`config.mk`:
```
export PLATFORM = sky130hd
export DESIGN_NAME = pfpq_front
export DESIGN_NICKNAME = d
export VERILOG_FILES = /design/src/rtl/pfpq_pkg.sv /design/src/rtl/pfpq_front.sv
export SDC_FILE = /design/constraint.sdc
export NUM_CORES = 2
export LEC_CHECK = 0
export ABC_AREA = 1
export ABC_CLOCK_PERIOD_IN_PS = 14100
export BUFFER_PORTS_ARGS = -buffer_cell sky130_fd_sc_hd__buf_4
export CAP_MARGIN = 20
export CORE_MARGIN = 2
export CORE_UTILIZATION = 60
export CTS_BUF_LIST = sky130_fd_sc_hd__clkbuf_8
export DETAILED_ROUTE_END_ITERATION = 8
export PLACE_DENSITY = 0.87
export SLEW_MARGIN = 10
export SYNTH_ARGS = -nofsm -noshare
export SYNTH_HDL_FRONTEND = slang
export SYNTH_SLANG_ARGS = --single-unit
```
`constraint.sdc`:
```
create_clock -name i_clk -period 14.1 [get_ports i_clk]
set_input_delay 3.525 -clock i_clk [delete_from_list [all_inputs] [get_ports i_clk]]
set_output_delay 3.525 -clock i_clk [all_outputs]
set_load 0.05 [all_outputs]
```
`src/rtl/pfpq_pkg.sv`:
```
`default_nettype none

package pfpq_pkg;

    localparam int unsigned POWER_WIDTH = 22;
    localparam int unsigned MAG_W       = POWER_WIDTH;
    localparam int unsigned SUM_W       = 2 * POWER_WIDTH;
    localparam int unsigned ROOT_W      = POWER_WIDTH;
    // The partial remainder of the root never exceeds twice the partial root.
    localparam int unsigned REM_W       = POWER_WIDTH + 3;
    localparam int unsigned PF_W        = 10;
    localparam int unsigned NUM_W       = POWER_WIDTH + PF_W;
    localparam int unsigned PF_SCALE    = 1000;

    typedef logic [MAG_W-1:0] t_mag;

    typedef struct packed {
        logic [NUM_W-1:0] num;
        logic [SUM_W-1:0] sum;
    } t_front_data;

    typedef struct packed {
        logic [NUM_W-1:0]  num;
        logic [ROOT_W-1:0] root;
    } t_root_data;

    // Magnitude of a two's complement reading; the most negative value maps
    // to 2^(POWER_WIDTH-1), which still fits the unsigned width.
    function automatic t_mag f_magnitude(input logic [POWER_WIDTH-1:0] x);
        t_mag m;
        m = x[POWER_WIDTH-1] ? t_mag'(~x + 1'b1) : t_mag'(x);
        return m;
    endfunction

endpackage

`default_nettype wire

```
`src/rtl/pfpq_front.sv`:
```
`default_nettype none

module pfpq_front (
    input  wire logic                             i_clk,
    input  wire logic                             i_rst_n,
    input  wire logic                             i_valid,
    input  wire logic [pfpq_pkg::POWER_WIDTH-1:0] i_active_power,
    input  wire logic [pfpq_pkg::POWER_WIDTH-1:0] i_reactive_power,
    output logic                                  o_ready,
    output logic                                  o_valid,
    output pfpq_pkg::t_front_data                 o_data,
    input  wire logic                             i_ready
);

    logic                        r_v0, r_v1, r_v2;
    pfpq_pkg::t_mag              r_p0, r_q0;
    logic [pfpq_pkg::SUM_W-1:0]  r_pp, r_qq, r_sum;
    logic [pfpq_pkg::NUM_W-1:0]  r_num1, r_num2;
    logic [pfpq_pkg::SUM_W-1:0]  n_pp, n_qq, n_sum;
    logic [pfpq_pkg::NUM_W-1:0]  n_num;
    logic                        rdy0, rdy1, rdy2;

    // A stage loads when it is empty or its contents move on this cycle.
    assign rdy2    = !r_v2 || i_ready;
    assign rdy1    = !r_v1 || rdy2;
    assign rdy0    = !r_v0 || rdy1;
    assign o_ready = rdy0;

    assign n_pp  = pfpq_pkg::SUM_W'(r_p0) * pfpq_pkg::SUM_W'(r_p0);
    assign n_qq  = pfpq_pkg::SUM_W'(r_q0) * pfpq_pkg::SUM_W'(r_q0);
    assign n_num = pfpq_pkg::NUM_W'(r_p0) * pfpq_pkg::NUM_W'(pfpq_pkg::PF_SCALE);
    assign n_sum = r_pp + r_qq;

    always_ff @(posedge i_clk) begin
        if (!i_rst_n) begin
            r_v0 <= 1'b0;
            r_v1 <= 1'b0;
            r_v2 <= 1'b0;
        end else begin
            if (rdy0) begin
                r_v0 <= i_valid;
            end
            if (rdy1) begin
                r_v1 <= r_v0;
            end
            if (rdy2) begin
                r_v2 <= r_v1;
            end
        end
    end

    always_ff @(posedge i_clk) begin
        if (rdy0) begin
            r_p0 <= pfpq_pkg::f_magnitude(i_active_power);
            r_q0 <= pfpq_pkg::f_magnitude(i_reactive_power);
        end
        if (rdy1) begin
            r_pp   <= n_pp;
            r_qq   <= n_qq;
            r_num1 <= n_num;
        end
        if (rdy2) begin
            r_sum  <= n_sum;
            r_num2 <= r_num1;
        end
    end

    assign o_valid    = r_v2;
    assign o_data.num = r_num2;
    assign o_data.sum = r_sum;

endmodule

`default_nettype wire

```
==> results.rst <==
.. list-table::
   :header-rows: 1

   * - Metric
     - Value
   * - Endpoint, Worst Hold
     - r_num2[8]$_DFFE_PP_
   * - Drt pass-1 iters
     - 6
   * - Synth Flop Type
     - edfxtp_1
   * - Worst R2R Setup Slack
     - 7240 ps
   * - Worst r2r path cells
     - 23
   * - Chip width
     - 277.6 µm
   * - Worst Setup Start Kind
     - input pin
   * - Starting density of the core
     - 60.42%
   * - Worst EP required
     - 10,570 ps
   * - Crit path max fanout
     - 19
   * - Endpoint arrival time on the critical path
     - 4640 ps
   * - Count of input and output buffers
     - 122
   * - Layout cell share with drive strength beyond 1
     - 5.458%
   * - Clock Latency Late Sink
     - 670 ps
   * - Sequential cell area fraction in the yosys report
     - 15.58%
   * - Min setup slack post-route
     - 5933 ps
   * - Final HPWL from detailed placement
     - 88,320 µm
   * - Max-slew violation total from the final report
     - 0
   * - Area growth from synthesis to final layout
     - 6.453%
   * - Final hold viol count
     - 0
   * - TritonCTS clock tree
     - done
   * - Average footprint of a synthesized cell
     - 8.176 µm²
   * - Total of flip-flops plus latches after synthesis
     - 234
   * - Yosys top cell by area
     - fa_1
   * - Share of the synthesized area in the top cell type
     - 33.93%
   * - Dpl ws
     - 5931 ps
   * - Core footprint
     - 74,320 µm²
   * - Overall fraction of global-route tracks in use
     - 28.59%
   * - WS Path Type
     - input pin to primary output
   * - Height of the die
     - 277.6 µm
   * - Time the worst path needs with I/O delays and setup
     - 8167 ps
   * - Grt total ovfl
     - 0
   * - Standard-cell row count
     - 100
   * - Part of the cycle the worst path needs
     - 57.92%
   * - Boundary Pins
     - 126
   * - Gate count of the mapped netlist
     - 5,492
   * - Worst R2R End
     - r_qq[34]$_DFFE_PP_
   * - Clock Root Buffer
     - clkbuf_8
   * - Final net count
     - 6,848
   * - Largest cells by area after synthesis
     - fa_1, edfxtp_1, inv_1
   * - RSZ-0062 raised after global routing
     - no
   * - Remaining antenna violation count after routing
     - 0
   * - Final routed DRC violation total
     - 0
   * - Num CTS Buffers
     - 42
   * - Critical register-to-register path startpoint
     - r_q0[6]$_DFFE_PP_
   * - Synthesis warning total
     - 0
   * - Setup Skew
     - 69.57 ps
   * - Synth async-reset ratio
     - 0%
   * - Global-route wire length before repair
     - 175,600 µm
   * - Setup violation total in the final timing report
     - 0
   * - Critical Path Sink Type
     - primary output
   * - Post-synthesis instance area
     - 44,900 µm²
   * - Total number of clock tree sinks
     - 234
   * - Number of enable flip-flop cells after synthesis
     - 231
   * - Largest net degree at the start of global routing
     - 78
   * - Bufs on Longest Clock Path
     - 3
   * - Number of unique standard cell types used by synthesis
     - 41
   * - Number of max-cap violations
     - 0
   * - Count of buffers added by post-CTS timing repair for setup
     - 0
   * - Class of the tightest hold or removal check
     - flip-flop to flip-flop
   * - Worst slew margin relative to its limit
     - 26.70%
   * - Detailed Route WL
     - 106,200 µm
   * - Vias after detailed routing
     - 34,590
   * - CTS H-tree lvls
     - 2
   * - Peak Freq
     - 0.1224 GHz
   * - Die Outline Area
     - 77,040 µm²
   * - Average via count per standard cell
     - 5.245
   * - CTS resizes
     - 0
   * - Min-Delay Path Depth
     - 0
   * - Number of antenna violations at the first check in global routing
     - 2
   * - Min-Delay Startpoint
     - r_num1[8]$_DFFE_PP_
   * - Status
     - complete, no violations
   * - Transition time of the tightest slew-check pin
     - 1100 ps
   * - Setup TNS
     - 0 ps
   * - Filler cell count in the final layout
     - 5,980
   * - Clock transition at the registers of the reported paths
     - 60 ps
   * - Hold buffer count at cts
     - 0
   * - Wirelength per Cell
     - 16.10 µm
   * - Via count of the first global-routing pass
     - 36,060
   * - Drt first-iter violations
     - 2,612
   * - Placer congestion estimate
     - 0.9616
==> synthesized netlist by cell type, drive strengths merged, types with 12 or more instances <==
cell type,n
inv,1627
nand2,1419
fa,761
ha,448
nor2,276
edfxtp,231
a21oi,141
nand3,133
xor2,111
clkbuf,81
o21ai,70
xnor2,51
nor3,31
nand4,18
buf,17
o21bai,15
a31oi,12
==> cell families (layout without fill, tap and decap cells) <==
group,Yosys count,after routing,synth area share [%]
AND/OR/NAND/NOR,1906,1906,17.32
buffers and inverters,1725,1854,14.45
adder cells (fa/ha/maj),1209,1209,46.41
AO/OA/AOI/OAI,255,255,3.073
flip-flops,234,234,15.58
XOR/XNOR,162,162,3.160
other,1,6,0.008351
==> routing by layer <==
metal  track usage [%]  up-vias  share of wire, %
met2             47.45     1402                47
met3             4.944      274               8.8
met5                 0        -                 0
met4             11.14        0               4.1
li1                  -    16250                 -
met1             37.58    16670                40
==> worst max-delay path by stage <==
stage,endpoint,startpoint,slack [ps],cells after the start
floorplan,o_ready,i_ready,3870,4
global placement,o_ready,i_ready,5940,6
detailed placement,o_ready,i_ready,5930,6
CTS,o_ready,i_ready,5920,6
global route,o_ready,i_ready,5850,6
finish,o_ready,i_ready,5930,6
==> critical path, cell delays in order <==
cell and delay [ps]:
buf_4 110, inv_1 100, nand2_4 240, nor2_1 360, nand2_2 90, buf_4 200
==> layout by cell type, fill, tap and decap left out, drive strengths merged, types with 11 or more instances in the layout <==
cell,Yosys,routed
o21ai,70,70
fa,761,761
ha,448,448
clkbuf,81,42
o21bai,15,15
clkinv,0,17
a21oi,141,141
nor2,276,276
nor3,31,31
xnor2,51,51
nand2,1419,1419
nand3,133,133
xor2,111,111
edfxtp,231,231
nand4,18,18
a31oi,12,12
buf,17,149
inv,1627,1636
or2,11,11
==> final cells by class <==
class	count	area [µm²]	share of cell area [%]
Timing Repair Buffer	149	1119	2.340
Inverter	1627	6110	12.78
Antenna cell	1	2.502	0.005235
Sequential cell	234	6997	14.64
Multi-Input combinational cell	3537	31440	65.78
Clock buffer	42	578.1	1.209
Clock inverter	36	339.1	0.7094
Tap cell	969	1212	2.536
==> metrics by stage <==
stage	cells	hold WS [ps]	util (%)	area, µm²
2_1_floorplan	5496	400.3	-	44920
3_3_place_gp	6516	401.2	63.08	46880
3_5_place_dp	6516	406.4	63.08	46880
4_1_cts	6594	423.6	64.31	47800
5_1_grt	6594	430.2	64.31	47800
6_report	6595	419.6	64.32	47800
==> state kept, by name (all words and copies together), names as in the netlist <==
name,flops
r_sum,44
r_num2,29
o_valid,1
r_q0,22
r_qq,43
r_v0,1
r_p0,22
r_v1,1
r_pp,43
r_num1,28
Power is not shown: default switching activity piles up to over one toggle a cycle in this logic, so the estimate is an artifact.
