--- src/rtl/pfpq_pkg.sv ---
`default_nettype none

package pfpq_pkg;

    localparam int unsigned POWER_WIDTH = 22;
    localparam int unsigned MAG_W       = POWER_WIDTH;
    localparam int unsigned SUM_W       = 2 * POWER_WIDTH;
    localparam int unsigned ROOT_W      = POWER_WIDTH;
    // The partial remainder of the root never exceeds twice the partial root.
    localparam int unsigned REM_W       = POWER_WIDTH + 3;
    localparam int unsigned PF_W        = 10;
    localparam int unsigned NUM_W       = POWER_WIDTH + PF_W;
    localparam int unsigned PF_SCALE    = 1000;

    typedef logic [MAG_W-1:0] t_mag;

    typedef struct packed {
        logic [NUM_W-1:0] num;
        logic [SUM_W-1:0] sum;
    } t_front_data;

    typedef struct packed {
        logic [NUM_W-1:0]  num;
        logic [ROOT_W-1:0] root;
    } t_root_data;

    // Magnitude of a two's complement reading; the most negative value maps
    // to 2^(POWER_WIDTH-1), which still fits the unsigned width.
    function automatic t_mag f_magnitude(input logic [POWER_WIDTH-1:0] x);
        t_mag m;
        m = x[POWER_WIDTH-1] ? t_mag'(~x + 1'b1) : t_mag'(x);
        return m;
    endfunction

endpackage

`default_nettype wire

--- src/rtl/pfpq_sqrt.sv ---
`default_nettype none

module pfpq_sqrt (
    input  wire logic             i_clk,
    input  wire logic             i_rst_n,
    input  wire logic             i_valid,
    input  pfpq_pkg::t_front_data i_data,
    output logic                  o_ready,
    output logic                  o_valid,
    output pfpq_pkg::t_root_data  o_data,
    input  wire logic             i_ready
);

    // Index k of a w_ array is what enters stage k; index k+1 is what leaves it.
    logic                        w_valid [0:pfpq_pkg::ROOT_W];
    logic                        w_ready [0:pfpq_pkg::ROOT_W];
    logic [pfpq_pkg::SUM_W-1:0]  w_rad   [0:pfpq_pkg::ROOT_W];
    logic [pfpq_pkg::REM_W-1:0]  w_rem   [0:pfpq_pkg::ROOT_W];
    logic [pfpq_pkg::ROOT_W-1:0] w_root  [0:pfpq_pkg::ROOT_W];
    logic [pfpq_pkg::NUM_W-1:0]  w_num   [0:pfpq_pkg::ROOT_W];

    logic                        r_valid [0:pfpq_pkg::ROOT_W-1];
    logic [pfpq_pkg::SUM_W-1:0]  r_rad   [0:pfpq_pkg::ROOT_W-1];
    logic [pfpq_pkg::REM_W-1:0]  r_rem   [0:pfpq_pkg::ROOT_W-1];
    logic [pfpq_pkg::ROOT_W-1:0] r_root  [0:pfpq_pkg::ROOT_W-1];
    logic [pfpq_pkg::NUM_W-1:0]  r_num   [0:pfpq_pkg::ROOT_W-1];

    assign w_valid[0]              = i_valid;
    assign w_rad[0]                = i_data.sum;
    assign w_rem[0]                = '0;
    assign w_root[0]               = '0;
    assign w_num[0]                = i_data.num;
    assign w_ready[pfpq_pkg::ROOT_W] = i_ready;

    // One root bit per stage: bring down two radicand bits and try 4*root+1.
    for (genvar k = 0; k < pfpq_pkg::ROOT_W; k++) begin : g_stage
        logic [pfpq_pkg::REM_W-1:0] n_rem_sh;
        logic [pfpq_pkg::REM_W-1:0] n_trial;
        logic                       n_ge;

        assign n_rem_sh = {w_rem[k][pfpq_pkg::REM_W-3:0], w_rad[k][pfpq_pkg::SUM_W-1 -: 2]};
        assign n_trial  = pfpq_pkg::REM_W'({w_root[k], 2'b01});
        assign n_ge     = n_rem_sh >= n_trial;
        assign w_ready[k] = !r_valid[k] || w_ready[k+1];

        always_ff @(posedge i_clk) begin
            if (!i_rst_n) begin
                r_valid[k] <= 1'b0;
            end else if (w_ready[k]) begin
                r_valid[k] <= w_valid[k];
            end
        end

        always_ff @(posedge i_clk) begin
            if (w_ready[k]) begin
                r_rem[k]  <= n_ge ? n_rem_sh - n_trial : n_rem_sh;
                r_root[k] <= {w_root[k][pfpq_pkg::ROOT_W-2:0], n_ge};
                r_rad[k]  <= {w_rad[k][pfpq_pkg::SUM_W-3:0], 2'b00};
                r_num[k]  <= w_num[k];
            end
        end

        assign w_valid[k+1] = r_valid[k];
        assign w_rad[k+1]   = r_rad[k];
        assign w_rem[k+1]   = r_rem[k];
        assign w_root[k+1]  = r_root[k];
        assign w_num[k+1]   = r_num[k];
    end

    assign o_ready     = w_ready[0];
    assign o_valid     = w_valid[pfpq_pkg::ROOT_W];
    assign o_data.root = w_root[pfpq_pkg::ROOT_W];
    assign o_data.num  = w_num[pfpq_pkg::ROOT_W];

endmodule

`default_nettype wire

--- config.mk ---
export PLATFORM = sky130hd
export DESIGN_NAME = pfpq_sqrt
export DESIGN_NICKNAME = d
export VERILOG_FILES = /design/src/rtl/pfpq_pkg.sv /design/src/rtl/pfpq_sqrt.sv
export SDC_FILE = /design/constraint.sdc
export NUM_CORES = 2
export LEC_CHECK = 0
export BUFFER_PORTS_ARGS = -buffer_cell sky130_fd_sc_hd__buf_2
export CAP_MARGIN = 20
export CORE_MARGIN = 3
export CORE_UTILIZATION = 45
export CTS_CLUSTER_DIAMETER = 120
export DETAILED_ROUTE_END_ITERATION = 7
export PLACE_DENSITY = 0.61
export SETUP_SLACK_MARGIN = 0.4
export SLEW_MARGIN = 20
export SYNTH_ARGS = -nofsm -noshare
export SYNTH_HDL_FRONTEND = slang
export SYNTH_SLANG_ARGS = --single-unit
--- constraint.sdc ---
create_clock -name i_clk -period 7.3 [get_ports i_clk]
set_clock_uncertainty 0.05 [all_clocks]
set_input_delay 0.365 -clock i_clk [delete_from_list [all_inputs] [get_ports i_clk]]
set_output_delay 0.365 -clock i_clk [all_outputs]
set_load 0.05 [all_outputs]
==> out/metrics.yaml <==
grt:
  busiest_layer: "met2"
  grtUsageMet3_pct: 2.83
  antenna_found_initial: 1
  met2_usage_pct: 24.0
  grt_max_degree: 85
  met1_usage_pct: 17.0
  grt_usage_pct: 13.8
  grt_pass1_vias: 37400
  grt_overflow_total: 0
  grt_pass1_wl_um: 194000
routing:
  vias: 37300
  postRouteAntennaNets: 0
  post-route-drc-count: 0
  wl_per_cell_um: 15.8
  via_per_inst: 4.97
  drt_first_pass_iters: 8
  wl_um: 119000
  drt_iter0_drc: 2116
placed_design:
  io_buffers: 135
  place_congestion: 0.837
  dp_hpwl_um: 83900
floorplanning:
  die_h_um: 416
  start_util_pct: 45.6
  io_pins: 136
  core_area_um2: 166000
  row_count: 149
  die_w_um: 416
  dieArea_um2: 173000
synthesis:
  yosysTopAreaCellShare_pct: 75.1
  synth_edf_count: 1894
  yosysMostFrequentCell: "edfxtp_1"
  synthFlopType: "edfxtp_1"
  synth_seq_area_share_pct: 75.1
  synthArstFlopShare_pct: 0
  yosysWarnings: 0
  synth_area_leader_cell: "edfxtp_1"
  synth_cells: 4820
  synth_seq_cells: 1895
  synthTopCellsByArea: "edfxtp_1, ha_1, xor2_1"
  ys_types: 93
  synth_area_um2: 75700
  ys_top_cells_by_count: "edfxtp_1, inv_1, nand2_1"
  syn_area_per_cell_um2: 15.7
  syn-num-nets: 5176
power:
  leakage_nw: 34.2
  ir_drop_v: 0.000257
  p_per_area_nw_per_um2: 309
layout:
  drive_above_1_share_pct: 9.90
  layout.filler_cells: 13400
  fin_nets: 5532
  area_growth_pct: 13.5
  antennaDiodeCount: 0
clock_tree:
  cts-htree-levels: 4
  path_clk_slew_ns: 0.06
  cts_buffers: 189
  cts.sinks: 1895
  cts_setup_buffers: 0
  clk_latency_ns: 0.81
  cts_buffer_depth: 3
  cts_tree: "yes"
  cts-root-buf: "clkbuf_16"
  postCtsResizedCells: 0
critical_path:
  crit_fanout: 24
  critPathRequiredTime_ns: 6.88
  criticalPathCategory: "reg2out"
  cpMostUsedCell: "and2_1"
  slowest_delay_ns: 0.49
  critPathTopFamily: "simple AND/OR/NAND/NOR gates"
  cp_slowest_cell: "and2_1"
  crit_path_end_kind: "output port"
  path_cells: "nor2b_1 > and2_1 > and3_1 > and2_1 > nand2_4 > nor3_1 > buf_4 > and2_1 > and3_1 > nand2_4 > buf_4 > buf_2"
  critPathLaunchType: "register"
  timing.rr.start: "r_valid[2][5]"
  critPathArrivalTime_ns: 4.32
  cp_num_buf_inv: 3
  crit_path_start: "r_valid[2][5]"
sta:
  fin_setup_tns_ns: 0
  period_share_pct: 64.8
  setup_violations: 0
  rsz0062_at_grt: "false"
  final_max_slew_viol_count: 0
  fmax_mhz: 211
  timing.slew.headroom_pct: 30.4
  fin_crit_ns: 4.73
  hold_violations: 0
  holdWs_ns: 0.223
  tightest_slew_ns: 1.04
run_status:
  status: "complete, no violations"
worst_hold_path:
  min-delay-start: "i_data[57]"
  min-delay-path-class: "in2reg"
job:
  max-cap-violations: 0
-- final timing paths --
| check | slack (ns) | depth (start not counted) | endpoint |
|---|---|---|---|
| min reg2reg | 0.35 | 0 | r_rad[2][152] |
| min | 0.22 | 2 | r_num[0][13] |
| max | 2.57 | 12 | o_ready |
| max reg2reg | 2.76 | 11 | r_rad[0][62] |
-- state kept, by name (all words and copies together) (netlist names) --
| name | count |
|---|---|
| r_rad | 462 |
| r_num | 704 |
| r_rem | 454 |
| r_valid | 22 |
| r_root | 253 |
-- report_power, final --
| part | switching [W] | internal (W) | total (W) |
|---|---|---|---|
| clock | 0.00391 | 0.00540 | 0.00930 |
| combinational | 0.00155 | 0.00132 | 0.00287 |
| sequential | 0.000806 | 0.0135 | 0.0143 |
-- stage by stage --
stage                     utilization [%]  setup WS (ns)  instance area (µm²)  std cells  total power [W]
after global routing                 51.7           2.22                85900       7512           0.0278
after CTS                            51.7           2.11                85900       7511           0.0269
after global placement               47.6           2.69                79000       7092           0.0173
after floorplan                         -          0.521                75700       4820           0.0165
after detailed placement             47.6           2.61                79000       7092           0.0174
final                                51.7           2.57                85900       7512           0.0265
-- timing repair --
item                                    in CTS  in global routing
hold endpoints to repair                    89                  0
hold buffers                                81                  0
endpoints found under the setup margin       0                  0
-- worst reg2reg max path: cells and delay by family, from the launching register on --
| family | cells | cell delay [ns] |
|---|---|---|
| buffers and inverters | 3 | 1.33 |
| and+or+nand+nor | 8 | 2.46 |
| DFF | 1 | 0.33 |
-- layout make-up --
| class | count | area [µm²] | area share, % |
|---|---|---|---|
| Timing Repair Buffer | 248 | 1750 | 2.03 |
| Clock buffer | 249 | 4970 | 5.79 |
| Tap cell | 2189 | 2740 | 3.19 |
| Inverter | 356 | 1340 | 1.56 |
| Sequential cell | 1895 | 56900 | 66.2 |
| Clock inverter | 89 | 1100 | 1.28 |
| Multi-Input combinational cell | 2486 | 17100 | 19.9 |
-- kinds of logic after synthesis --
group                      share of synthesized area [%]
buffers and inverters                               2.38
adders and majority gates                           4.56
DFF                                                 75.1
other                                            0.00495
and+or+nand+nor                                     7.24
xor gates and xnor gates                            4.01
muxes                                              0.664
AOI/OAI and AO/OA                                   6.02
-- metal layers --
layer / part of all wire [%] / vias up
li1: - / 18700
met1: 43 / 17700
met2: 50 / 600
met3: 4.0 / 243
met4: 3.5 / 2
met5: 0.011 / -
-- cells in the final DEF, fill, tap and decap left out, drive strengths merged, types with 48 or more instances in the layout --
cell         netlist  layout
dlygate4sd3        0      81
ha               276     276
nor2             252     252
xor2             178     178
o21ai            201     201
inv              356     357
nand3             71      71
xnor2            169     169
o21a              48      48
clkinv             0      70
edfxtp          1894    1894
a21o              89      89
nand2b            49      49
nor3             111     111
a21oi            220     220
nand2            284     284
nor4              50      50
clkbuf            35     249
buf               48     167
No activity file was read; power rests on OpenSTA's default activity.
