[src/rtl/pfpq_pkg.sv]
`default_nettype none

package pfpq_pkg;

    localparam int unsigned POWER_WIDTH = 22;
    localparam int unsigned MAG_W       = POWER_WIDTH;
    localparam int unsigned SUM_W       = 2 * POWER_WIDTH;
    localparam int unsigned ROOT_W      = POWER_WIDTH;
    // The partial remainder of the root never exceeds twice the partial root.
    localparam int unsigned REM_W       = POWER_WIDTH + 3;
    localparam int unsigned PF_W        = 10;
    localparam int unsigned NUM_W       = POWER_WIDTH + PF_W;
    localparam int unsigned PF_SCALE    = 1000;

    typedef logic [MAG_W-1:0] t_mag;

    typedef struct packed {
        logic [NUM_W-1:0] num;
        logic [SUM_W-1:0] sum;
    } t_front_data;

    typedef struct packed {
        logic [NUM_W-1:0]  num;
        logic [ROOT_W-1:0] root;
    } t_root_data;

    // Magnitude of a two's complement reading; the most negative value maps
    // to 2^(POWER_WIDTH-1), which still fits the unsigned width.
    function automatic t_mag f_magnitude(input logic [POWER_WIDTH-1:0] x);
        t_mag m;
        m = x[POWER_WIDTH-1] ? t_mag'(~x + 1'b1) : t_mag'(x);
        return m;
    endfunction

endpackage

`default_nettype wire

[src/rtl/pfpq_div.sv]
`default_nettype none

module pfpq_div (
    input  wire logic                      i_clk,
    input  wire logic                      i_rst_n,
    input  wire logic                      i_valid,
    input  pfpq_pkg::t_root_data           i_data,
    output logic                           o_ready,
    output logic                           o_valid,
    output logic [pfpq_pkg::PF_W-1:0]      o_power_factor,
    input  wire logic                      i_ready
);

    logic                        w_valid [0:pfpq_pkg::PF_W];
    logic                        w_ready [0:pfpq_pkg::PF_W];
    logic [pfpq_pkg::NUM_W-1:0]  w_rem   [0:pfpq_pkg::PF_W];
    logic [pfpq_pkg::ROOT_W-1:0] w_div   [0:pfpq_pkg::PF_W];
    logic [pfpq_pkg::PF_W-1:0]   w_quot  [0:pfpq_pkg::PF_W];

    logic                        r_valid [0:pfpq_pkg::PF_W-1];
    logic [pfpq_pkg::NUM_W-1:0]  r_rem   [0:pfpq_pkg::PF_W-1];
    logic [pfpq_pkg::ROOT_W-1:0] r_div   [0:pfpq_pkg::PF_W-1];
    logic [pfpq_pkg::PF_W-1:0]   r_quot  [0:pfpq_pkg::PF_W-1];

    logic                        r_out_valid;
    logic [pfpq_pkg::PF_W-1:0]   r_pf;
    logic [pfpq_pkg::PF_W-1:0]   n_pf;

    assign w_valid[0] = i_valid;
    assign w_rem[0]   = i_data.num;
    assign w_div[0]   = i_data.root;
    assign w_quot[0]  = '0;

    // Restoring division, most significant quotient bit first. Since the
    // root is never below |P|, the quotient fits in PF_W bits.
    for (genvar k = 0; k < pfpq_pkg::PF_W; k++) begin : g_stage
        logic [pfpq_pkg::NUM_W-1:0] n_dsh;
        logic                       n_ge;

        assign n_dsh = pfpq_pkg::NUM_W'(w_div[k]) << (pfpq_pkg::PF_W - 1 - k);
        assign n_ge  = w_rem[k] >= n_dsh;
        assign w_ready[k] = !r_valid[k] || w_ready[k+1];

        always_ff @(posedge i_clk) begin
            if (!i_rst_n) begin
                r_valid[k] <= 1'b0;
            end else if (w_ready[k]) begin
                r_valid[k] <= w_valid[k];
            end
        end

        always_ff @(posedge i_clk) begin
            if (w_ready[k]) begin
                r_rem[k]  <= n_ge ? w_rem[k] - n_dsh : w_rem[k];
                r_div[k]  <= w_div[k];
                r_quot[k] <= w_quot[k] |
                             (pfpq_pkg::PF_W'(n_ge) << (pfpq_pkg::PF_W - 1 - k));
            end
        end

        assign w_valid[k+1] = r_valid[k];
        assign w_rem[k+1]   = r_rem[k];
        assign w_div[k+1]   = r_div[k];
        assign w_quot[k+1]  = r_quot[k];
    end

    // A zero root means both powers were zero, which reads as unity.
    assign n_pf = (w_div[pfpq_pkg::PF_W] == '0) ? pfpq_pkg::PF_W'(pfpq_pkg::PF_SCALE)
                                                 : w_quot[pfpq_pkg::PF_W];
    assign w_ready[pfpq_pkg::PF_W] = !r_out_valid || i_ready;

    always_ff @(posedge i_clk) begin
        if (!i_rst_n) begin
            r_out_valid <= 1'b0;
        end else if (w_ready[pfpq_pkg::PF_W]) begin
            r_out_valid <= w_valid[pfpq_pkg::PF_W];
        end
    end

    always_ff @(posedge i_clk) begin
        if (w_ready[pfpq_pkg::PF_W]) begin
            r_pf <= n_pf;
        end
    end

    assign o_ready        = w_ready[0];
    assign o_valid        = r_out_valid;
    assign o_power_factor = r_pf;

    a_pf_range: assert property (@(posedge i_clk) disable iff (!i_rst_n)
        r_out_valid |-> r_pf <= pfpq_pkg::PF_W'(pfpq_pkg::PF_SCALE))
        else $error("power factor above full scale");

    a_quot_fits: assert property (@(posedge i_clk) disable iff (!i_rst_n)
        (w_valid[0] && w_div[0] != '0) |->
            w_rem[0] < (pfpq_pkg::NUM_W'(w_div[0]) << pfpq_pkg::PF_W))
        else $error("dividend too large for the quotient width");

    a_rem_final: assert property (@(posedge i_clk) disable iff (!i_rst_n)
        (w_valid[pfpq_pkg::PF_W] && w_div[pfpq_pkg::PF_W] != '0) |->
            w_rem[pfpq_pkg::PF_W] < pfpq_pkg::NUM_W'(w_div[pfpq_pkg::PF_W]))
        else $error("final remainder not below divisor");

endmodule

`default_nettype wire

[config.mk]
export PLATFORM = sky130hd
export DESIGN_NAME = pfpq_div
export DESIGN_NICKNAME = d
export VERILOG_FILES = /design/src/rtl/pfpq_pkg.sv /design/src/rtl/pfpq_div.sv
export SDC_FILE = /design/constraint.sdc
export NUM_CORES = 1
export LEC_CHECK = 0
export BUFFER_PORTS_ARGS = -buffer_cell sky130_fd_sc_hd__buf_2
export CORE_MARGIN = 5
export CORE_UTILIZATION = 25
export CTS_BUF_LIST = sky130_fd_sc_hd__clkbuf_16
export DETAILED_ROUTE_END_ITERATION = 10
export GPL_TIMING_DRIVEN = 0
export PLACE_DENSITY = 0.48
export SYNTH_ARGS = -nofsm -noshare
export SYNTH_HDL_FRONTEND = slang
export SYNTH_SLANG_ARGS = --single-unit
[constraint.sdc]
create_clock -name i_clk -period 10.8 [get_ports i_clk]
set_input_delay 1.08 -clock i_clk [delete_from_list [all_inputs] [get_ports i_clk]]
set_output_delay 1.08 -clock i_clk [all_outputs]
set_load 0.02 [all_outputs]
==> flow_summary_export.csv, run 1 <==
group,metric,value,unit
power,ir_drop,0.000123,V
die,cell_rows,132,
worst_setup_path,cp_data_required_time,9720,ps
grt,grt.overflow.total,0,
clock_network,htreeDepth,3,
grt,grt_max_degree,64,
sta,slew-limit-headroom,0.295,
power,pwr-share-clk,0.218,
worst_setup_path,critPathMostFrequentCell,"sky130_fd_sc_hd__and3_1",
clock_network,cts.clk_slew.worst_paths,60,ps
layout,fill_cells,13400,
layout,layout.cells.most_common,"sky130_fd_sc_hd__edfxtp_1",
synth,yosys_register_bits,584,
sta,timing.final.hold_violations,0,
grt,grtUsageTotal,0.102,
power,p_per_area,259,nW/um^2
status,run_status,"finished clean",
power,seq_power_share,0.384,
detailed_routing,ant_nets,0,
placement,gp_congestion,0.840,
layout,mostFrequentLayoutCells,"sky130_fd_sc_hd__edfxtp_1, sky130_fd_sc_hd__inv_1, sky130_fd_sc_hd__a21oi_1, sky130_fd_sc_hd__nor2_1, sky130_fd_sc_hd__ha_1",
die,die_y,370,um
detailed_routing,route.detailed.vias_per_inst,4.33,
synth,synth_cells,2902,
sta,fin_crit,4610,ps
placement,dpl_ws,5730,ps
grt,grt_antenna_before_repair,0,
worst_setup_path,max_stage_delay,380,ps
clock_network,clock_insertion_delay_worst_skew,610,ps
layout,final_layout_size_suffix_gt1_frac,0.0901,
min_path,hold_class,"register to register",
synth,synth_async_sr_flop_share,0,
synth,syn_nets,3189,
sta,tns,0,ps
detailed_routing,initialDrtViolationCount,1014,
synth,syn_area_per_cell,11.1,sq um
job,maxCapViolCount,0,
worst_setup_path,cp_cell_sequence,"buf_2, nor2b_1, and3_1, and3_1, and2_1, and3_1, and3_1, nand2_2, buf_2",
clock_network,cts_root_buffer,"sky130_fd_sc_hd__clkbuf_16",
power,comb_power_share,0.398,
power,intPower,0.00626,W
die,initial_core_util,0.251,
detailed_routing,avgRoutedWirePerCell,14.5,um
synth,ys_dominant_reg_cell,"sky130_fd_sc_hd__edfxtp_1",
layout,post_layout_net_count,3335,
die,floorplan.die_area,137000,sq um
clock_network,post_cts_resize_count,0,
sta,grt_setup_unrepaired,"no",
sta,tightestPinTransition,1060,ps
synth,syn-cell-area,32300,sq um
synth,post_synth_num_cell_types,85,
worst_setup_path,critical-path-slowest-cell,"sky130_fd_sc_hd__and3_1",
clock_network,post_cts_setup_buffers,0,
grt,grt_pass1_wl,113000,um
layout,flow.area_growth_from_synthesis,14.7,%
worst_setup_path,data_arrival_time_of_the_worst_path,3530,ps
clock_network,cts_hold_repair.buffers,0,
sta,fin_skew,21.1,ps
sta,finalCritPeriodShare,0.427,
clock_network,cts_sinks,584,
detailed_routing,vias,20900,
sta,final-max-slew-violation-count,0,
sta,postLayoutSetupSlackWorst,6190,ps
detailed_routing,dr.pass1.iters,8,
detailed_routing,post-route-drc-count,0,
layout,num_antenna_cells,0,
worst_setup_path,startpoint_type,"input pin",
power,power.switching_fraction,0.349,
power,leakage,14.9,nW
placement,portBuffers,68,
worst_setup_path,crit_path_end_kind,"primary output",
detailed_routing,route.final.wire_length,70100,um
worst_setup_path,criticalPathCategory,"input pin to primary output",
placement,dp_hpwl,55400,um
die,die_width,370,um
worst_setup_path,timing.critical_path.fanout_max,16,
power,netSwitchingPower,0.00336,W
clock_network,clk_path_buf_depth,3,
clock_network,clock_tree_from_tritoncts,"yes",
die,core_region_area,129000,sq um
synth,synth_enable_flop_cells,582,
die,ios,70,
grt,grt_pass1_vias,21600,
synth,synth_sequential_area_ratio,0.542,
synth,yosys_warnings,0,
sta,fmax,217,MHz
sta,finalSetupViolations,0,
clock_network,cts_buffers,66,
[through the flow]
stage	hold WS [ps]	std cells	util	power [W]	instance area (sq um)
4_1_cts	413	4837	0.287	0.00971	37100
5_1_grt	424	4837	0.287	0.0104	37100
6_report	417	4837	0.287	0.00961	37100
3_3_place_gp	404	4712	0.270	0.00754	34800
2_1_floorplan	400	2902	-	0.00663	32300
3_5_place_dp	405	4722	0.272	0.00755	35100
[critical path: cells and delay by family]
family,cells,cell delay (ps)
and+or+nand+nor,7,2070
buffers and inverters,2,360
[registers in the layout, indices dropped and copies added (netlist names)]
signal,cells
r_valid,10
r_rem,288
o_valid,1
r_quot,55
r_div,220
o_power_factor,10
[path summary, 6_finish.rpt]
kind,startpoint,end,slack (ps),depth (start not counted)
worst min-delay path,r_quot[6][3],r_quot[7][3],420,0
worst max-delay path,i_ready,o_ready,6190,9
worst max register to register,r_div[6][0],r_rem[7][14],6740,13
worst min register to register,r_quot[6][3],r_quot[7][3],420,0
[final cells by class]
| type | count | area, sq um | area share |
|---|---|---|---|
| repair buffers | 78 | 528 | 0.0142 |
| inverters | 283 | 1060 | 0.0287 |
| multi-input cells | 1967 | 13500 | 0.364 |
| plain buffers | 68 | 280 | 0.00756 |
| clock inverters | 46 | 284 | 0.00766 |
| clock buffers | 69 | 1730 | 0.0466 |
| flip-flops and latches | 584 | 17500 | 0.473 |
| well taps | 1742 | 2180 | 0.0588 |
[layer usage]
layer / vias up / GRT usage / share of wire
met3: 163 / 0.0187 / 0.029
met1: 9525 / 0.123 / 0.44
met2: 351 / 0.178 / 0.48
met4: 0 / 0.0434 / 0.046
li1: 10900 / - / -
met5: - / 0 / 0
[Yosys cell counts (9+ instances only)]
library cell	number	area, sq um
sky130_fd_sc_hd__fa_1	9	180
sky130_fd_sc_hd__nor2_1	226	848
sky130_fd_sc_hd__inv_1	282	1060
sky130_fd_sc_hd__or2_2	21	131
sky130_fd_sc_hd__nor4b_1	9	78.8
sky130_fd_sc_hd__buf_2	14	70.1
sky130_fd_sc_hd__a31oi_1	29	181
sky130_fd_sc_hd__nand4_1	33	206
sky130_fd_sc_hd__mux2_2	42	473
sky130_fd_sc_hd__xor2_1	87	762
sky130_fd_sc_hd__a21o_1	106	796
sky130_fd_sc_hd__xnor2_1	119	1040
sky130_fd_sc_hd__nor3_1	38	190
sky130_fd_sc_hd__o31ai_1	10	75.1
sky130_fd_sc_hd__o31a_1	9	78.8
sky130_fd_sc_hd__nand2b_1	27	169
sky130_fd_sc_hd__or3_1	16	100
sky130_fd_sc_hd__nand3_1	35	175
sky130_fd_sc_hd__a211o_1	9	78.8
sky130_fd_sc_hd__a211oi_1	15	113
sky130_fd_sc_hd__and3_1	32	200
sky130_fd_sc_hd__clkbuf_1	50	188
sky130_fd_sc_hd__o21a_1	28	210
sky130_fd_sc_hd__a21oi_1	270	1350
sky130_fd_sc_hd__ha_1	220	2750
sky130_fd_sc_hd__o21bai_1	23	173
sky130_fd_sc_hd__o21ai_0	162	811
sky130_fd_sc_hd__nor4_1	23	144
sky130_fd_sc_hd__o211ai_1	11	82.6
sky130_fd_sc_hd__nand2_1	204	766
sky130_fd_sc_hd__edfxtp_1	582	17500
sky130_fd_sc_hd__nor2b_1	31	194
sky130_fd_sc_hd__o2111ai_1	9	78.8
[kinds of logic after synthesis]
kind of cell | after synthesis | synth area share
flops | 584 | 0.542
compound gates | 746 | 0.143
mux | 47 | 0.0163
fa+ha+maj | 229 | 0.0907
simple gates | 739 | 0.111
buf+inv | 351 | 0.0416
xor+xnor | 206 | 0.0558
[power by group through the flow]
stage / sequential (W) / combinational (W) / clock, W
6_report: 0.00369 / 0.00382 / 0.00210
5_1_grt: 0.00376 / 0.00432 / 0.00227
4_1_cts: 0.00370 / 0.00383 / 0.00218
3_5_place_dp: 0.00374 / 0.00381 / 0
3_3_place_gp: 0.00375 / 0.00379 / 0
2_1_floorplan: 0.00358 / 0.00304 / 0
No activity file was read; power rests on OpenSTA's default activity.
==> run 2: changes to the inputs <==
--- a/config.mk
+++ b/config.mk
@@ -11,7 +11,7 @@
 export CTS_BUF_LIST = sky130_fd_sc_hd__clkbuf_16
 export DETAILED_ROUTE_END_ITERATION = 10
 export GPL_TIMING_DRIVEN = 0
-export PLACE_DENSITY = 0.48
+export PLACE_DENSITY = 0.49
 export SYNTH_ARGS = -nofsm -noshare
 export SYNTH_HDL_FRONTEND = slang
 export SYNTH_SLANG_ARGS = --single-unit
==> constraint.sdc (replaced) <==
create_clock -name i_clk -period 3.9 [get_ports i_clk]
set_input_delay 0.39 -clock i_clk [delete_from_list [all_inputs] [get_ports i_clk]]
set_output_delay 0.39 -clock i_clk [all_outputs]
set_load 0.02 [all_outputs]
==> run 2 against run 1 <==
Final cell count increased by 0.70%. Sequential share of layout area decreased by 0.62 points. Clock skew decreased by 2.6 ps. Critical path depth increased by 4. Clock power increased to 2.9 times the previous value. Hold slack got worse by 290 ps. Largest power group unchanged.
==> flow_summary_export.csv, run 2 (synthesis gave the netlist of run 1 again) <==
group,metric,value,unit
status,run_status,"finished clean",
layout,layout.cells.most_common,"sky130_fd_sc_hd__edfxtp_1",
sta,fmax,271,MHz
clock_network,cts_sinks,584,
grt,grt_pass1_wl,113000,um
worst_setup_path,startpoint_type,"register",
detailed_routing,ant_nets,0,
sta,timing.final.hold_violations,0,
worst_setup_path,data_arrival_time_of_the_worst_path,4020,ps
grt,grt.overflow.total,0,
clock_network,cts.clk_slew.worst_paths,60,ps
layout,num_antenna_cells,0,
power,ir_drop,0.000335,V
placement,gp_congestion,0.837,
sta,final-max-slew-violation-count,0,
die,initial_core_util,0.251,
die,ios,70,
sta,tightestPinTransition,1140,ps
sta,slew-limit-headroom,0.230,
layout,largest_register_ff_count,288,
sta,finalSetupViolations,0,
die,core_region_area,129000,sq um
layout,final_layout_size_suffix_gt1_frac,0.0927,
worst_setup_path,critical-path-top-delay-family,"compound AO/OA/AOI/OAI gates",
clock_network,clk_path_buf_depth,3,
layout,final-instance-count-excl-fill,4871,
worst_setup_path,crit_cells,13,
detailed_routing,route.detailed.vias_per_inst,4.36,
min_path,hold_class,"input pin to register",
layout,flow.area_growth_from_synthesis,16.2,%
sta,grt_setup_unrepaired,"no",
worst_setup_path,cp_data_required_time,4230,ps
sta,tns,0,ps
clock_network,clock_insertion_delay_worst_skew,600,ps
die,floorplan.die_area,137000,sq um
grt,grt_pass1_vias,21900,
min_path,min_delay_path_depth,2,
layout,final_core_util,0.291,
placement,post_dp_cell_area,35100,sq um
clock_network,cts_root_buffer,"sky130_fd_sc_hd__clkbuf_16",
clock_network,cts_buffers,66,
sta,finalCritPeriodShare,0.946,
layout,postLayoutCellArea,37600,sq um
sta,postLayoutSetupSlackWorst,212,ps
worst_setup_path,criticalPathCategory,"register to register",
layout,fill_cells,13300,
detailed_routing,initialDrtViolationCount,1143,
power,p_per_area,716,nW/um^2
worst_setup_path,cp_cell_sequence,"ha_1, fa_1, nand2b_1, a21oi_1, a211oi_2, a31oi_1, a21oi_2, o31ai_4, or3b_1, buf_2, clkbuf_4, clkbuf_4, a21oi_1",
layout,reg_top3,"r_rem (288), r_div (220), r_quot (55)",
placement,placedCellCount,4722,
grt,grt_max_degree,64,
layout,post_layout_net_count,3369,
layout,largest_register,"r_rem",
power,leakage,15.2,nW
grt,grt_antenna_before_repair,0,
worst_setup_path,timing.critical_path.fanout_max,10,
detailed_routing,avgRoutedWirePerCell,14.3,um
worst_setup_path,crit_path_end_kind,"register",
worst_setup_path,cp_num_buf_inv,3,
detailed_routing,post-route-drc-count,0,
detailed_routing,vias,21200,
job,maxCapViolCount,0,
layout,mostFrequentLayoutCells,"sky130_fd_sc_hd__edfxtp_1, sky130_fd_sc_hd__inv_1, sky130_fd_sc_hd__a21oi_1, sky130_fd_sc_hd__nor2_1, sky130_fd_sc_hd__ha_1",
die,die_width,370,um
worst_setup_path,max_stage_delay,390,ps
sta,fin_crit,3690,ps
placement,dp_hpwl,55100,um
sta,fin_skew,18.5,ps
die,cell_rows,132,
placement,portBuffers,68,
detailed_routing,dr.pass1.iters,5,
grt,grtUsageTotal,0.102,
detailed_routing,route.final.wire_length,69800,um
clock_network,clock_tree_from_tritoncts,"yes",
placement,dpl_ws,-480,ps
worst_setup_path,critical-path-slowest-cell,"sky130_fd_sc_hd__edfxtp_1",
die,die_y,370,um
worst_setup_path,timing.reg2reg.worst_path_depth,13,
clock_network,htreeDepth,3,
[run 2: final cells by class]
class | count | area (sq um) | area share
Sequential cell | 584 | 17500 | 0.466
Inverter | 283 | 1060 | 0.0283
Multi-Input combinational cell | 1967 | 13600 | 0.361
Buffer | 67 | 287 | 0.00763
Tap cell | 1742 | 2180 | 0.0580
Clock buffer | 69 | 1730 | 0.0460
Timing Repair Buffer | 113 | 868 | 0.0231
Clock inverter | 46 | 360 | 0.00959
[run 2: report_power, final]
| part | leakage [nW] | switching [W] | internal [W] |
|---|---|---|---|
| Clock | 1.10 | 0.00241 | 0.00358 |
| Sequential | 6.07 | 0.000983 | 0.00924 |
| Combinational | 8.00 | 0.00591 | 0.00476 |
[run 2: final timing paths]
path / start / to / slack, ps
setup reg to reg: r_div[6][0] / r_rem[7][20] / 210
setup / recovery: r_div[6][0] / r_rem[7][20] / 210
hold / removal: i_data[43] / r_rem[0][21] / 130
hold reg to reg: r_quot[4][8] / r_quot[5][8] / 420
[run 2: per-stage QoR]
step	power, W	hold WS (ps)
detailed placement	0.0209	405
floorplan	0.0183	400
finish	0.0269	126
global route	0.0289	88.6
global placement	0.0208	404
CTS	0.0271	69.9
[run 2: timing repair]
item | 4_1_cts | 5_1_grt
setup endpoints to repair | 76 | 62
endpoints found under the hold margin | 31 | 0
pin swaps | 1 | 0
buffers inserted | 4 | 0
gates resized for setup | 6 | 16
hold buffers | 31 | 0
[run 2: routing by layer]
metal,vias to the layer above,part of all wire,GRT usage
met5,-,0,0
met4,0,0.046,0.0455
met3,177,0.031,0.0161
met2,362,0.49,0.181
met1,9713,0.44,0.121
li1,11000,-,-
